==> src/rtl/rotating_polygon_vertex_generator_core_macros.svh <==
// Assertion helpers used by the core RTL.
`ifndef ROTATING_POLYGON_VERTEX_GENERATOR_CORE_MACROS_SVH
`define ROTATING_POLYGON_VERTEX_GENERATOR_CORE_MACROS_SVH

// Same-cycle implication, checked outside reset.
`define RPVG_ASSERT_NOW(label, ante, cons, msg) \
    label: assert property (@(posedge clk) disable iff (!rst_n) (ante) |-> (cons)) \
        else $error(msg);

// Next-cycle implication, checked outside reset.
`define RPVG_ASSERT_NEXT(label, ante, cons, msg) \
    label: assert property (@(posedge clk) disable iff (!rst_n) (ante) |=> (cons)) \
        else $error(msg);

`endif

==> src/rtl/rpvg_pkg.sv <==
`timescale 1ns / 1ps

package rpvg_pkg;

    // Configuration register indexes
    localparam logic [2:0] REG_SIDE_COS    = 3'd0;
    localparam logic [2:0] REG_SIDE_SIN    = 3'd1;
    localparam logic [2:0] REG_SHAPE_COS   = 3'd2;
    localparam logic [2:0] REG_SHAPE_SIN   = 3'd3;
    localparam logic [2:0] REG_SIDE_COUNT  = 3'd4;
    localparam logic [2:0] REG_SHAPE_COUNT = 3'd5;
    localparam logic [2:0] REG_ORIGIN_X    = 3'd6;
    localparam logic [2:0] REG_ORIGIN_Y    = 3'd7;

    // Microprogram entry points
    localparam logic [4:0] UA_IDLE   = 5'd0;
    localparam logic [4:0] UA_DECODE = 5'd1;
    localparam logic [4:0] UA_VERTEX = 5'd2;
    localparam logic [4:0] UA_SHAPE  = 5'd9;

    typedef enum logic [1:0] {ASEL_PX, ASEL_PY, ASEL_TX, ASEL_TY} a_sel_t;

    typedef enum logic [2:0] {
        BSEL_ASPECT,
        BSEL_SIDE_COS,
        BSEL_SIDE_SIN,
        BSEL_SHAPE_COS,
        BSEL_SHAPE_SIN,
        BSEL_SCALE
    } b_sel_t;

    typedef enum logic [1:0] {ACC_HOLD, ACC_LOAD, ACC_ADD, ACC_SUB} acc_op_t;
    typedef enum logic [1:0] {TX_HOLD, TX_RND_ACC, TX_RND_PROD} tx_op_t;
    typedef enum logic {TY_HOLD, TY_RND_ACC} ty_op_t;
    typedef enum logic [1:0] {PT_HOLD, PT_START, PT_SIDE, PT_SHAPE} pt_op_t;

    typedef enum logic [2:0] {
        ACT_NOP,
        ACT_WAIT,
        ACT_DECODE,
        ACT_SCREEN,
        ACT_SIDE,
        ACT_SHAPE
    } act_t;

    typedef struct packed {
        a_sel_t     a_sel;
        b_sel_t     b_sel;
        logic       mul_en;
        acc_op_t    acc_op;
        tx_op_t     tx_op;
        ty_op_t     ty_op;
        act_t       act;
        logic [4:0] next_addr;
    } uword_t;

    typedef struct packed {
        a_sel_t  a_sel;
        b_sel_t  b_sel;
        logic    mul_en;
        acc_op_t acc_op;
        tx_op_t  tx_op;
        ty_op_t  ty_op;
        pt_op_t  pt_op;
    } dp_ctrl_t;

    typedef struct packed {
        logic signed [15:0] side_cos;
        logic signed [15:0] side_sin;
        logic signed [15:0] shape_cos;
        logic signed [15:0] shape_sin;
        logic [5:0]         side_count;
        logic [5:0]         shape_count;
        logic [8:0]         origin_x;
        logic [8:0]         origin_y;
    } cfg_t;

    localparam cfg_t CFG_RESET = '{
        side_cos:    16'sd16384,
        side_sin:    16'sd28378,
        shape_cos:   16'sd32643,
        shape_sin:   16'sd2856,
        side_count:  6'd6,
        shape_count: 6'd40,
        origin_x:    9'd160,
        origin_y:    9'd100
    };

    // Microprogram. The multiplier result is registered, so
    // accumulate steps consume the product issued in the step before.
    function automatic uword_t ucode_rom(input logic [4:0] addr);
        uword_t w;
        w = '{ASEL_PX, BSEL_ASPECT, 1'b0, ACC_HOLD, TX_HOLD, TY_HOLD, ACT_NOP, UA_IDLE};
        unique case (addr)
            5'd0:  w = '{ASEL_PX, BSEL_ASPECT,    1'b0, ACC_HOLD, TX_HOLD,     TY_HOLD,
                         ACT_WAIT,   UA_IDLE};
            5'd1:  w = '{ASEL_PX, BSEL_ASPECT,    1'b0, ACC_HOLD, TX_HOLD,     TY_HOLD,
                         ACT_DECODE, UA_VERTEX};
            5'd2:  w = '{ASEL_PX, BSEL_ASPECT,    1'b1, ACC_HOLD, TX_HOLD,     TY_HOLD,
                         ACT_NOP,    5'd3};
            5'd3:  w = '{ASEL_PX, BSEL_SIDE_COS,  1'b1, ACC_HOLD, TX_HOLD,     TY_HOLD,
                         ACT_SCREEN, 5'd4};
            5'd4:  w = '{ASEL_PY, BSEL_SIDE_SIN,  1'b1, ACC_LOAD, TX_HOLD,     TY_HOLD,
                         ACT_NOP,    5'd5};
            5'd5:  w = '{ASEL_PX, BSEL_SIDE_SIN,  1'b1, ACC_SUB,  TX_HOLD,     TY_HOLD,
                         ACT_NOP,    5'd6};
            5'd6:  w = '{ASEL_PY, BSEL_SIDE_COS,  1'b1, ACC_LOAD, TX_RND_ACC,  TY_HOLD,
                         ACT_NOP,    5'd7};
            5'd7:  w = '{ASEL_PX, BSEL_ASPECT,    1'b0, ACC_ADD,  TX_HOLD,     TY_HOLD,
                         ACT_NOP,    5'd8};
            5'd8:  w = '{ASEL_PX, BSEL_ASPECT,    1'b0, ACC_HOLD, TX_HOLD,     TY_HOLD,
                         ACT_SIDE,   UA_SHAPE};
            5'd9:  w = '{ASEL_PX, BSEL_SHAPE_COS, 1'b1, ACC_HOLD, TX_HOLD,     TY_HOLD,
                         ACT_NOP,    5'd10};
            5'd10: w = '{ASEL_PY, BSEL_SHAPE_SIN, 1'b1, ACC_LOAD, TX_HOLD,     TY_HOLD,
                         ACT_NOP,    5'd11};
            5'd11: w = '{ASEL_PX, BSEL_SHAPE_SIN, 1'b1, ACC_SUB,  TX_HOLD,     TY_HOLD,
                         ACT_NOP,    5'd12};
            5'd12: w = '{ASEL_PY, BSEL_SHAPE_COS, 1'b1, ACC_LOAD, TX_RND_ACC,  TY_HOLD,
                         ACT_NOP,    5'd13};
            5'd13: w = '{ASEL_PX, BSEL_ASPECT,    1'b0, ACC_ADD,  TX_HOLD,     TY_HOLD,
                         ACT_NOP,    5'd14};
            5'd14: w = '{ASEL_TX, BSEL_SCALE,     1'b1, ACC_HOLD, TX_HOLD,     TY_RND_ACC,
                         ACT_NOP,    5'd15};
            5'd15: w = '{ASEL_TY, BSEL_SCALE,     1'b1, ACC_HOLD, TX_RND_PROD, TY_HOLD,
                         ACT_NOP,    5'd16};
            5'd16: w = '{ASEL_PX, BSEL_ASPECT,    1'b0, ACC_HOLD, TX_HOLD,     TY_HOLD,
                         ACT_SHAPE,  UA_IDLE};
            default: w = '{ASEL_PX, BSEL_ASPECT,  1'b0, ACC_HOLD, TX_HOLD,     TY_HOLD,
                         ACT_NOP,    UA_IDLE};
        endcase
        return w;
    endfunction

endpackage

==> src/rtl/rotating_polygon_vertex_generator_core.sv <==
`timescale 1ns / 1ps

// Channel   Handshake                  Payload
// request   in_valid / in_ready        restart, stop
// result    out_valid / out_ready      vtx_x, vtx_y, move_first,
//                                      vertex_valid, figure_done, aborted
// config    cfg_we (no wait)           cfg_index, cfg_wdata
//
// The figure is computed by one shared 26x18 multiplier stepped by the
// microprogram: at most one product per step, four per rotation plus one
// for the screen x map and two for the shape scale.
// Reset: configuration returns to its defaults, no figure is active and the
// point sits at (95,0). A held result stalls the sequencer only at the step
// that emits the next result; a new request is taken whenever the sequencer
// is back at its idle step.
`include "rotating_polygon_vertex_generator_core_macros.svh"

module rotating_polygon_vertex_generator_core import rpvg_pkg::*; (
    input  logic              clk,
    input  logic              rst_n,
    // request channel
    input  logic              in_valid,
    output logic              in_ready,
    input  logic              restart,
    input  logic              stop,
    // result channel
    output logic              out_valid,
    input  logic              out_ready,
    output logic signed [9:0] vtx_x,
    output logic signed [9:0] vtx_y,
    output logic              move_first,
    output logic              vertex_valid,
    output logic              figure_done,
    output logic              aborted,
    // configuration port
    input  logic              cfg_we,
    input  logic [2:0]        cfg_index,
    input  logic [15:0]       cfg_wdata
);

    // Sequencer state
    logic [4:0] upc_reg, upc_next;
    uword_t     uw;

    // Request latched at accept
    logic restart_reg;
    logic stop_reg;

    // Figure progress
    logic [5:0] vi_reg;
    logic [5:0] si_reg;
    logic       active_reg;

    cfg_t cfg_reg;

    // Screen coordinates captured mid-vertex
    logic signed [9:0] sx_hold_reg;
    logic signed [9:0] sy_hold_reg;

    // Result register
    logic              out_valid_reg;
    logic signed [9:0] vtx_x_reg;
    logic signed [9:0] vtx_y_reg;
    logic              move_first_reg;
    logic              vertex_valid_reg;
    logic              figure_done_reg;
    logic              aborted_reg;

    // Decision terms
    logic     accept;
    logic     active_after;
    logic     vertex_go;
    logic     shape_end;
    logic     figure_end;
    logic     emit;
    logic     stall;
    dp_ctrl_t dp_ctrl;

    logic signed [9:0] scr_x;
    logic signed [9:0] scr_y;

    assign uw       = ucode_rom(upc_reg);
    assign in_ready = (upc_reg == UA_IDLE);
    assign accept   = in_valid && in_ready;

    // A stop wins over restart; a restart with a zero count leaves no figure.
    assign active_after = stop_reg ? 1'b0 :
                          restart_reg ? ((cfg_reg.side_count != '0) &&
                                         (cfg_reg.shape_count != '0)) :
                          active_reg;
    assign vertex_go  = active_after;
    assign shape_end  = (vi_reg >= cfg_reg.side_count);
    assign figure_end = shape_end && ({1'b0, si_reg} + 7'd1 >= {1'b0, cfg_reg.shape_count});

    // Emit a result at decode when no vertex follows, and at the side write-back.
    assign emit  = ((uw.act == ACT_DECODE) && !vertex_go) || (uw.act == ACT_SIDE);
    assign stall = emit && out_valid_reg && !out_ready;

    // Next step
    always_comb
    begin
        unique case (uw.act)
            ACT_WAIT:   upc_next = accept ? UA_DECODE : UA_IDLE;
            ACT_DECODE: upc_next = stall ? upc_reg : (vertex_go ? uw.next_addr : UA_IDLE);
            ACT_SIDE:   upc_next = stall ? upc_reg :
                                   ((shape_end && !figure_end) ? uw.next_addr : UA_IDLE);
            default:    upc_next = uw.next_addr;
        endcase
    end

    // Datapath control from the control word; hold everything while stalled.
    always_comb
    begin
        dp_ctrl.a_sel  = uw.a_sel;
        dp_ctrl.b_sel  = uw.b_sel;
        dp_ctrl.mul_en = uw.mul_en && !stall;
        dp_ctrl.acc_op = stall ? ACC_HOLD : uw.acc_op;
        dp_ctrl.tx_op  = stall ? TX_HOLD : uw.tx_op;
        dp_ctrl.ty_op  = stall ? TY_HOLD : uw.ty_op;
        unique case (uw.act)
            ACT_DECODE: dp_ctrl.pt_op = (restart_reg && !stop_reg && !stall) ? PT_START
                                                                             : PT_HOLD;
            ACT_SIDE:   dp_ctrl.pt_op = stall ? PT_HOLD : PT_SIDE;
            ACT_SHAPE:  dp_ctrl.pt_op = PT_SHAPE;
            default:    dp_ctrl.pt_op = PT_HOLD;
        endcase
    end

    rpvg_datapath u_datapath (
        .clk   (clk),
        .rst_n (rst_n),
        .ctrl  (dp_ctrl),
        .cfg   (cfg_reg),
        .scr_x (scr_x),
        .scr_y (scr_y)
    );

    // Sequencer, request latch, figure progress
    always_ff @(posedge clk or negedge rst_n)
    begin
        if (!rst_n)
        begin
            upc_reg     <= UA_IDLE;
            restart_reg <= 1'b0;
            stop_reg    <= 1'b0;
            vi_reg      <= '0;
            si_reg      <= '0;
            active_reg  <= 1'b0;
        end
        else
        begin
            upc_reg <= upc_next;
            if (accept)
            begin
                restart_reg <= restart;
                stop_reg    <= stop;
            end
            if ((uw.act == ACT_DECODE) && !stall)
            begin
                active_reg <= active_after;
                if (restart_reg && !stop_reg)
                begin
                    vi_reg <= '0;
                    si_reg <= '0;
                end
            end
            if ((uw.act == ACT_SIDE) && !stall)
            begin
                if (shape_end)
                begin
                    vi_reg <= '0;
                    if (figure_end)
                        active_reg <= 1'b0;
                    else
                        si_reg <= si_reg + 6'd1;
                end
                else
                begin
                    vi_reg <= vi_reg + 6'd1;
                end
            end
        end
    end

    // Configuration registers
    always_ff @(posedge clk or negedge rst_n)
    begin
        if (!rst_n)
        begin
            cfg_reg <= CFG_RESET;
        end
        else if (cfg_we)
        begin
            unique case (cfg_index)
                REG_SIDE_COS:    cfg_reg.side_cos    <= cfg_wdata;
                REG_SIDE_SIN:    cfg_reg.side_sin    <= cfg_wdata;
                REG_SHAPE_COS:   cfg_reg.shape_cos   <= cfg_wdata;
                REG_SHAPE_SIN:   cfg_reg.shape_sin   <= cfg_wdata;
                REG_SIDE_COUNT:  cfg_reg.side_count  <= cfg_wdata[5:0];
                REG_SHAPE_COUNT: cfg_reg.shape_count <= cfg_wdata[5:0];
                REG_ORIGIN_X:    cfg_reg.origin_x    <= cfg_wdata[8:0];
                REG_ORIGIN_Y:    cfg_reg.origin_y    <= cfg_wdata[8:0];
                default:         cfg_reg             <= cfg_reg;
            endcase
        end
    end

    // Capture screen coordinates while the multiplier moves on to rotation.
    always_ff @(posedge clk)
    begin
        if (uw.act == ACT_SCREEN)
        begin
            sx_hold_reg <= scr_x;
            sy_hold_reg <= scr_y;
        end
    end

    // Result register: load on emit, drop valid once taken.
    always_ff @(posedge clk or negedge rst_n)
    begin
        if (!rst_n)
            out_valid_reg <= 1'b0;
        else if (emit && !stall)
            out_valid_reg <= 1'b1;
        else if (out_ready)
            out_valid_reg <= 1'b0;
    end

    always_ff @(posedge clk)
    begin
        if (emit && !stall)
        begin
            if (uw.act == ACT_SIDE)
            begin
                vtx_x_reg        <= sx_hold_reg;
                vtx_y_reg        <= sy_hold_reg;
                move_first_reg   <= (vi_reg == '0);
                vertex_valid_reg <= 1'b1;
                figure_done_reg  <= figure_end;
                aborted_reg      <= 1'b0;
            end
            else
            begin
                vtx_x_reg        <= '0;
                vtx_y_reg        <= '0;
                move_first_reg   <= 1'b0;
                vertex_valid_reg <= 1'b0;
                figure_done_reg  <= 1'b1;
                aborted_reg      <= stop_reg && active_reg;
            end
        end
    end

    assign out_valid    = out_valid_reg;
    assign vtx_x        = vtx_x_reg;
    assign vtx_y        = vtx_y_reg;
    assign move_first   = move_first_reg;
    assign vertex_valid = vertex_valid_reg;
    assign figure_done  = figure_done_reg;
    assign aborted      = aborted_reg;

    `RPVG_ASSERT_NEXT(a_accept_decodes, accept, upc_reg == UA_DECODE, "accept did not decode")
    `RPVG_ASSERT_NOW(a_shape_needs_figure, upc_reg >= UA_SHAPE, active_reg, "shape step idle")
    `RPVG_ASSERT_NOW(a_empty_is_done, out_valid && !vertex_valid, figure_done, "empty not done")
    `RPVG_ASSERT_NOW(a_vertex_not_aborted, out_valid && vertex_valid, !aborted, "vertex aborted")

endmodule

==> src/rtl/rpvg_datapath.sv <==
`timescale 1ns / 1ps

// Point registers, shared multiplier, accumulator and screen mapping.
module rpvg_datapath import rpvg_pkg::*; (
    input  logic               clk,
    input  logic               rst_n,
    input  dp_ctrl_t           ctrl,
    input  cfg_t               cfg,
    output logic signed [9:0]  scr_x,
    output logic signed [9:0]  scr_y
);

    localparam logic signed [23:0] START_X    = 24'sd6225920;  // 95 in Q8.16
    localparam logic signed [17:0] ASPECT_Q16 = 18'sd76022;
    localparam logic signed [17:0] SCALE_Q15  = 18'sd31130;

    function automatic logic signed [29:0] rnd15(input logic signed [44:0] v);
        logic signed [44:0] t;
        t = v + 45'sd16384;
        return t[44:15];
    endfunction

    function automatic logic signed [23:0] sat24(input logic signed [29:0] v);
        logic signed [23:0] r;
        if (v > 30'sd8388607)
            r = 24'sh7fffff;
        else if (v < -30'sd8388608)
            r = 24'sh800000;
        else
            r = v[23:0];
        return r;
    endfunction

    function automatic logic signed [9:0] sat10(input logic signed [15:0] v);
        logic signed [9:0] r;
        if (v > 16'sd511)
            r = 10'sd511;
        else if (v < -16'sd512)
            r = -10'sd512;
        else
            r = v[9:0];
        return r;
    endfunction

    logic signed [23:0] px_reg, px_next;
    logic signed [23:0] py_reg, py_next;
    logic signed [25:0] tx_reg, tx_next;
    logic signed [25:0] ty_reg, ty_next;
    logic signed [43:0] prod_reg, prod_next;
    logic signed [44:0] acc_reg, acc_next;

    logic signed [25:0] mul_a;
    logic signed [17:0] mul_b;
    logic signed [44:0] prod_ext;
    logic signed [29:0] rnd_acc;
    logic signed [29:0] rnd_prod;
    logic signed [29:0] tx_ext;

    logic signed [44:0] sx_sum;
    logic signed [44:0] sx_adj;
    logic signed [26:0] sy_sum;
    logic signed [26:0] sy_adj;

    assign prod_ext = {prod_reg[43], prod_reg};
    assign rnd_acc  = rnd15(acc_reg);
    assign rnd_prod = rnd15(prod_ext);
    assign tx_ext   = {{4{tx_reg[25]}}, tx_reg};

    always_comb
    begin
        case (ctrl.a_sel)
            ASEL_PX: mul_a = {{2{px_reg[23]}}, px_reg};
            ASEL_PY: mul_a = {{2{py_reg[23]}}, py_reg};
            ASEL_TX: mul_a = tx_reg;
            ASEL_TY: mul_a = ty_reg;
            default: mul_a = '0;
        endcase
        case (ctrl.b_sel)
            BSEL_ASPECT:    mul_b = ASPECT_Q16;
            BSEL_SIDE_COS:  mul_b = {{2{cfg.side_cos[15]}}, cfg.side_cos};
            BSEL_SIDE_SIN:  mul_b = {{2{cfg.side_sin[15]}}, cfg.side_sin};
            BSEL_SHAPE_COS: mul_b = {{2{cfg.shape_cos[15]}}, cfg.shape_cos};
            BSEL_SHAPE_SIN: mul_b = {{2{cfg.shape_sin[15]}}, cfg.shape_sin};
            BSEL_SCALE:     mul_b = SCALE_Q15;
            default:        mul_b = '0;
        endcase
    end

    always_comb
    begin
        prod_next = ctrl.mul_en ? 44'(mul_a * mul_b) : prod_reg;

        case (ctrl.acc_op)
            ACC_LOAD: acc_next = prod_ext;
            ACC_ADD:  acc_next = acc_reg + prod_ext;
            ACC_SUB:  acc_next = acc_reg - prod_ext;
            default:  acc_next = acc_reg;
        endcase

        case (ctrl.tx_op)
            TX_RND_ACC:  tx_next = rnd_acc[25:0];
            TX_RND_PROD: tx_next = rnd_prod[25:0];
            default:     tx_next = tx_reg;
        endcase

        ty_next = (ctrl.ty_op == TY_RND_ACC) ? rnd_acc[25:0] : ty_reg;

        case (ctrl.pt_op)
            PT_START:
            begin
                px_next = START_X;
                py_next = '0;
            end
            PT_SIDE:
            begin
                px_next = sat24(tx_ext);
                py_next = sat24(rnd_acc);
            end
            PT_SHAPE:
            begin
                px_next = sat24(tx_ext);
                py_next = sat24(rnd_prod);
            end
            default:
            begin
                px_next = px_reg;
                py_next = py_reg;
            end
        endcase
    end

    always_ff @(posedge clk or negedge rst_n)
    begin
        if (!rst_n)
        begin
            px_reg <= START_X;
            py_reg <= '0;
        end
        else
        begin
            px_reg <= px_next;
            py_reg <= py_next;
        end
    end

    always_ff @(posedge clk)
    begin
        tx_reg   <= tx_next;
        ty_reg   <= ty_next;
        prod_reg <= prod_next;
        acc_reg  <= acc_next;
    end

    // Screen map: prod holds x*aspect here; truncate toward zero, then clamp.
    always_comb
    begin
        sx_sum = prod_ext + $signed({4'b0, cfg.origin_x, 32'b0});
        sx_adj = sx_sum + (sx_sum[44] ? 45'sd4294967295 : 45'sd0);
        sy_sum = {{3{py_reg[23]}}, py_reg} + $signed({2'b0, cfg.origin_y, 16'b0});
        sy_adj = sy_sum + (sy_sum[26] ? 27'sd65535 : 27'sd0);
        scr_x  = sat10({{3{sx_adj[44]}}, sx_adj[44:32]});
        scr_y  = sat10({{5{sy_adj[26]}}, sy_adj[26:16]});
    end

endmodule

==> config.mk <==
export PLATFORM = sky130hd
export DESIGN_NAME = rotating_polygon_vertex_generator_core
export DESIGN_NICKNAME = d
export VERILOG_FILES = /design/src/rtl/rpvg_pkg.sv /design/src/rtl/rotating_polygon_vertex_generator_core.sv /design/src/rtl/rpvg_datapath.sv
export VERILOG_INCLUDE_DIRS = /design/src /design/src/rtl
export SDC_FILE = /design/constraint.sdc
export NUM_CORES = 2
export LEC_CHECK = 0
export BUFFER_PORTS_ARGS = -buffer_cell sky130_fd_sc_hd__buf_2
export CAP_MARGIN = 20
export CORE_MARGIN = 5
export CORE_UTILIZATION = 50
export DETAILED_ROUTE_END_ITERATION = 12
export HOLD_SLACK_MARGIN = 0.08
export PLACE_DENSITY = 0.67
export SYNTH_ARGS = -nofsm -noshare
export SYNTH_HDL_FRONTEND = slang
export SYNTH_SLANG_ARGS = --single-unit
==> constraint.sdc <==
create_clock -name clk -period 10.4 [get_ports clk]
set_clock_uncertainty 0.1 [all_clocks]
set_input_delay 2.08 -clock clk [delete_from_list [all_inputs] [get_ports clk]]
set_output_delay 2.08 -clock clk [all_outputs]
set_load 0.03 [all_outputs]
== Word-level counts from Yosys, hierarchy flattened ==
Memories as Yosys holds them, arrays and structs flattened.
Cells that the tools add are included.
Widths: inputs -> output; s select.

* Bits in registers: 348
* Bits in latches: 0
* Bits in writable memories: 0
* ROM bits: 608
* Input port bits: 26
* Output and inout port bits: 26
* Word-level logic and storage cells: 175
* Memories: 1

{| class="wikitable"
|+ Memories
! memory !! words !! bits a word !! read ports !! clocked after Yosys merged registers in !! wr ports !! line !! source
|-
| (name not given) || 32 || 19 || 1 || 0 || 0 || rpvg_pkg.sv:94 || <nowiki>unique case (addr)</nowiki>
|}

* Add/subtract/negate cells: 11
* $mul: 1
* Divide/modulo/power cells: 0
* Order comparisons: 12
* Equality and inequality tests: 30
* Shift-type cells: 0
* Mux-type cells: 46
* Bitwise operators: 0
* Reduce and logical (&&, ||, !) cells: 45

{| class="wikitable"
|+ Operators with widths
! operator !! count
|-
| $mux 24 || 6
|-
| $pmux 45 s3 || 1
|-
| $pmux 18 s6 || 1
|-
| $pmux 26 s4 || 1
|-
| $pmux 24 s3 || 1
|-
| $gt 30x24->1 const B || 2
|-
| $lt 30x24->1 const B || 2
|-
| $mux 6 || 9
|-
| $pmux 26 s2 || 1
|-
| $pmux 24 s2 || 1
|-
| $add 44x16->45 const B || 1
|-
| $add 44x42->45 || 1
|-
| $add 45x16->45 const B || 1
|-
| $add 45x33->45 || 1
|-
| $add 45x44->45 || 1
|-
| $sub 45x44->45 || 1
|-
| $mul 26x18->44 || 1
|-
| $mux 32 || 1
|-
| $add 24x26->27 || 1
|-
| $add 27x17->27 || 1
|-
| $gt 26x24->1 const B || 1
|-
| $lt 26x24->1 const B || 1
|-
| $eq 3x3->1 const B || 8
|-
| $mux 10 || 2
|-
| 31 further kinds || 98
|}

== Longest topological paths before layout ==
* Word-level depth: 16
* Mapped depth: 37
* Gate-level depth less buffers: 34

== By module ==
Synthesis repeated with hierarchy kept, for this count alone.

* Cells, all modules: 4,045
* Area, all modules: 38,702.1 um2

{| class="wikitable"
|+ Modules (own cells, without submodules)
! module !! times used !! cells each !! area each (um2) !! seq. area each (um2)
|-
| rpvg_datapath || 1 || 3,553 || 31,810.5 || 5,442.7
|-
| rotating_polygon_vertex_generator_core || 1 || 492 || 6,891.6 || 4,242.8
|}

== Worst setup path before layout ==
No wires, ideal clock.

* Kind: reg-to-reg
* Start point: reg upc_reg[0]
* End point: reg u_datapath.prod_reg[42], data pin
* Library setup time: 0.258 ns
* Data arrival time: 8.066 ns
* Data required time: 10.042 ns
* Slack: 1.976 ns
* Cell stages (with the launch flop): 32
* Path buffers: 4
* Period minus slack after synthesis: 8.424 ns
* Path through: dfrtp_1 > buf_2 > inv_1 > ha_1 > nand2_1 > nand3_1 > a21oi_1 > clkbuf_1 > clkbuf_1 > o21a_1 > clkbuf_1 > nand2_1 > fa_1 > inv_1 > fa_1 > fa_1 > fa_1 > fa_1 > inv_1 > fa_1 > inv_1 > ha_1 > and3_1 > a221oi_1 > nor2_1 > a31o_2 > a311o_1 > nand2_1 > o211ai_1 > a31o_2 > a21oi_1 > xnor2_1

* Longest elaborated chain between the ends: 4
* Elaborated cells on any way between the ends: 14
* Classes of those cells: 1 x mul; 8 x eq/ne; 2 x mux; 2 x reduce/logical; 1 x memory

{| class="wikitable"
|+ RTL lines
! element !! line !! source
|-
| from (decl) || rotating_polygon_vertex_generator_core.sv:42 || <nowiki>logic [4:0] upc_reg, upc_next;</nowiki>
|-
| from (signal assigned) || rotating_polygon_vertex_generator_core.sv:152 || <nowiki>upc_reg <= upc_next;</nowiki>
|-
| $mem_v2 32x19 * || - ||
|-
| $eq 3x3->1 (tied with other cells) || rpvg_datapath.sv:78 || <nowiki>case (ctrl.b_sel)</nowiki>
|-
| $pmux 18 s6 or $pmux 26 s4 (tied branches) || rpvg_datapath.sv:78, rpvg_datapath.sv:71 ||
|-
| $mul 26x18->44 * || rpvg_datapath.sv:91 || <nowiki>prod_next = ctrl.mul_en ? 44'(mul_a * mul_b) : prod_reg;</nowiki>
|-
| to (signal assigned) || rpvg_datapath.sv:150 || <nowiki>prod_reg <= prod_next;</nowiki>
|-
| to (decl) || rpvg_datapath.sv:49 || <nowiki>logic signed [43:0] prod_reg, prod_next;</nowiki>
|}

Every way passes the cells marked *; elsewhere a longest branch is shown, timed or not.
A chain may end at the register's enable or synchronous reset.

== Worst setup path in the final report ==
* Start point: reg upc_reg[3]
* End point: reg u_datapath.prod_reg[42], data pin

Same word-level chain as after synthesis.

==> flow_summary_export.csv <==
group,metric,value,unit
logic_synthesis,postSynth.asyncResetShare,46.84,%
sta,relSlewSlack,23.09,%
flow_run,maxCapViolations,0,
clock_tree,cts_tree,"built",
clock_tree,cts.sinks,348,
sta,final_period_demand_of_the_worst_path,9.633,ns
routing,violation_count_after_the_first_detailed_routing_iteration,2229,
logic_synthesis,synth_enable_flop_cells,185,
logic_synthesis,share_of_the_synthesized_area_in_compound_gates_ao_oa_aoi_oai,11.58,%
logic_synthesis,synth_seq_cells,348,
routing,drt-total-wl,110.1,mm
setup_path,end_kind,"flip-flop",
logic_synthesis,post_synth_instance_area,38900,um^2
layout,layout-area-overhead-vs-synth,7.738,%
clock_tree,clock_tree.buffer_depth,3,
logic_synthesis,net_count_synth,4907,
routing,avg_wl_per_cell,20.98,um
sta,setup-violations-final,0,
clock_tree,post-cts-setup-buffer-count,0,
setup_path,crit_path_max_incr_delay,0.85,ns
layout,largest_register_ffs,94,
setup_path,timing.critical_path.mode_cell,"sky130_fd_sc_hd__fa_1",
floorplanning,fp-row-count,102,
floorplanning,die_h,288.9,um
routing,avgViaCountPerCell,5.692,
clock_tree,root_buffer,"sky130_fd_sc_hd__clkbuf_16",
layout,final_design_utilization,54.20,%
placed_design,placedInstanceArea,40420,um^2
setup_path,worst_path_buffer_plus_inverter_count,4,
sta,unrepaired_setup_endpoints_after_global_routing,"no",
setup_path,critPathLaunchType,"flip-flop",
clock_tree,worst_skew_pair.late_latency,0.58,ns
routing,drc_errors,0,
logic_synthesis,yosys_warnings,0,
layout,final.fill_count,6971,
setup_path,worst-endpoint-arrival,9.86,ns
setup_path,critPathMaxFanout,24,
setup_path,reg2reg_depth,26,
setup_path,timing.critical_path.depth,26,
logic_synthesis,synth_adder_area_share,31.55,%
layout,drive_gt1_share,9.750,%
logic_synthesis,synth_top_family_by_area,"adder cells",
sta,setup-tns-final,0,ns
sta,report.final.slew_viol_count,0,
sta,peak_freq,103.8,MHz
logic_synthesis,simple_gate_share_of_the_synthesized_area,15.18,%
layout,design_area,41910,um^2
placed_design,dp_hpwl,84.16,mm
hold_path,min_path_type,"reg2reg",
setup_path,worstPathRequired,10.63,ns
sta,setup_ws,0.7673,ns
floorplanning,ioPinCount,52,
sta,max_slew.worst_pin.slew,1.154,ns
grt,grt_antenna_before_repair,2,
clock_tree,cts.reportedPaths.clkPinSlew,0.06,ns
sta,count_of_endpoints_failing_hold_in_the_final_timing_report,0,
sta,fin_crit_sh,92.62,%
floorplanning,die_width,288.9,um
logic_synthesis,postSynthCellCount,4176,
clock_tree,cts_hold_buf,0,
grt,overall_global_routing_usage,26.65,%
layout,layout_common_cells,"sky130_fd_sc_hd__inv_1, sky130_fd_sc_hd__nand2_1, sky130_fd_sc_hd__fa_1",
setup_path,worst_path_max_delay_cell,"sky130_fd_sc_hd__o21ai_2",
routing,drtPass1Iterations,6,
floorplanning,dieArea,83490,um^2
setup_path,gate_family_responsible_for_the_most_delay_along_the_worst_path,"adder cells",
clock_tree,cts_buffers,42,
grt,grt_first_pass_wirelength,171.9,mm
layout,nNetsFinal,4904,
floorplanning,placeableCoreArea,77340,um^2
placed_design,post-place-ws,0.8349,ns
logic_synthesis,netlist_cell_types,99,
placed_design,numPortBuffers,51,
grt,grt_start_max_net_pins,101,
clock_tree,ctsHtreeMaxLevel,2,
setup_path,timing_worst_setup_path_type,"reg2reg",
hold_path,timing.hold.worst_path_depth,2,
routing,route.antenna.remaining_nets,0,
logic_synthesis,synth_sequential_area_ratio,24.90,%
clock_tree,post_cts_resized,0,
routing,num_vias,29860,
grt,gr-total-overflow,0,
floorplanning,initial_utilization,50.30,%
status,run_status,"complete, no violations",
placed_design,gp_congestion,0.9564,
logic_synthesis,ys.flop_type,"sky130_fd_sc_hd__edfxtp_1",
logic_synthesis,synth_xor_xnor_area_share,4.860,%
layout,mostFrequentLayoutCell,"sky130_fd_sc_hd__inv_1",
grt,grt_pass1_vias,30070,
logic_synthesis,synth.avg_cell_area,9.316,um^2
logic_synthesis,synth_mux_area_share,3.847,%
## worst reg2reg max path: cells and delay by family, from the launching register on
| family | cells | cell delay [ns] |
|---|---|---|
| DFF | 1 | 0.76 |
| buffers and inverters | 4 | 0.51 |
| adders and majority gates | 7 | 3.48 |
| xor gates and xnor gates | 1 | 0.08 |
| and+or+nand+nor | 6 | 2.17 |
| AOI/OAI and AO/OA | 8 | 2.29 |
## layout make-up
type                       instances  area (um^2)  area share [%]
clock inverter                    21        262.8          0.6269
inverter                         635         2384           5.687
sequential                       348         9686           23.11
clock buffer                      55         1202           2.869
tap                             1040         1301           3.105
multi-input combinational       3016        26220           62.55
antenna                            1        2.502        0.005970
timing repair buffer             130        858.3           2.048
## cells in the mapped netlist, types with 10 or more instances
library cell	number	area, um^2
sky130_fd_sc_hd__nand4_1	37	231.5
sky130_fd_sc_hd__o22ai_1	10	62.56
sky130_fd_sc_hd__nand3_1	81	405.4
sky130_fd_sc_hd__fa_1	460	9209
sky130_fd_sc_hd__mux2_2	96	1081
sky130_fd_sc_hd__nand3b_1	10	75.07
sky130_fd_sc_hd__o31ai_1	19	142.6
sky130_fd_sc_hd__nand2_1	547	2053
sky130_fd_sc_hd__a211oi_1	18	135.1
sky130_fd_sc_hd__o21ai_1	27	135.1
sky130_fd_sc_hd__dfstp_2	41	1077
sky130_fd_sc_hd__mux2i_1	19	190.2
sky130_fd_sc_hd__nor2_1	271	1017
sky130_fd_sc_hd__and2_1	103	644.4
sky130_fd_sc_hd__nand2b_1	55	344.1
sky130_fd_sc_hd__a21oi_1	163	815.8
sky130_fd_sc_hd__a211o_1	13	113.9
sky130_fd_sc_hd__nor2b_1	25	156.4
sky130_fd_sc_hd__o2111ai_1	11	96.34
sky130_fd_sc_hd__o21a_1	33	247.7
sky130_fd_sc_hd__mux4_2	10	225.2
sky130_fd_sc_hd__nor4_1	12	75.07
sky130_fd_sc_hd__inv_1	635	2384
sky130_fd_sc_hd__and4_1	12	105.1
sky130_fd_sc_hd__ha_1	245	3065
sky130_fd_sc_hd__xor2_1	82	718.2
sky130_fd_sc_hd__a21o_1	83	623.1
sky130_fd_sc_hd__nor3_1	34	170.2
sky130_fd_sc_hd__buf_2	33	165.2
sky130_fd_sc_hd__xnor2_1	132	1156
sky130_fd_sc_hd__edfxtp_1	185	5555
sky130_fd_sc_hd__clkbuf_1	123	461.7
sky130_fd_sc_hd__dfrtp_1	122	3053
sky130_fd_sc_hd__and3_1	38	237.7
sky130_fd_sc_hd__a31oi_1	22	137.6
sky130_fd_sc_hd__o21bai_1	14	105.1
sky130_fd_sc_hd__o21ai_0	186	930.9
sky130_fd_sc_hd__a22oi_1	18	135.1
## stage by stage
stage | hold WS (ns) | std cells
after detailed placement | 0.3700 | 5166
after global placement | 0.3599 | 5166
final | 0.3872 | 5246
after global routing | 0.4113 | 5245
after floorplan | 0.3452 | 4176
after CTS | 0.3815 | 5242
## cells by family after synthesis
family / after synthesis
simple gates: 1270
buf+inv: 812
fa+ha+maj: 705
compound gates: 701
flops: 348
xor+xnor: 215
mux: 125
## layer usage
| layer | share of wire, % | GRT usage (%) |
|---|---|---|
| met1 | 39 | 33.88 |
| met2 | 46 | 42.99 |
| met3 | 9.7 | 7.223 |
| met4 | 5.5 | 11.74 |
| met5 | 0 | 0 |
## path summary, 6_finish.rpt
check,startpoint,to,slack (ns)
worst min-delay path,u_datapath.px_reg[1],u_datapath.px_reg[1],0.39
max in group asynchronous,rst_n,cfg_reg[40],7.24
worst max register to register,upc_reg[3],u_datapath.prod_reg[42],0.77
min in group asynchronous,rst_n,cfg_reg[13],1.54
worst max-delay path,upc_reg[3],u_datapath.prod_reg[42],0.77
worst min register to register,u_datapath.px_reg[1],u_datapath.px_reg[1],0.39
Power is not shown: default switching activity piles up to over one toggle a cycle in this logic, so the estimate is an artifact.
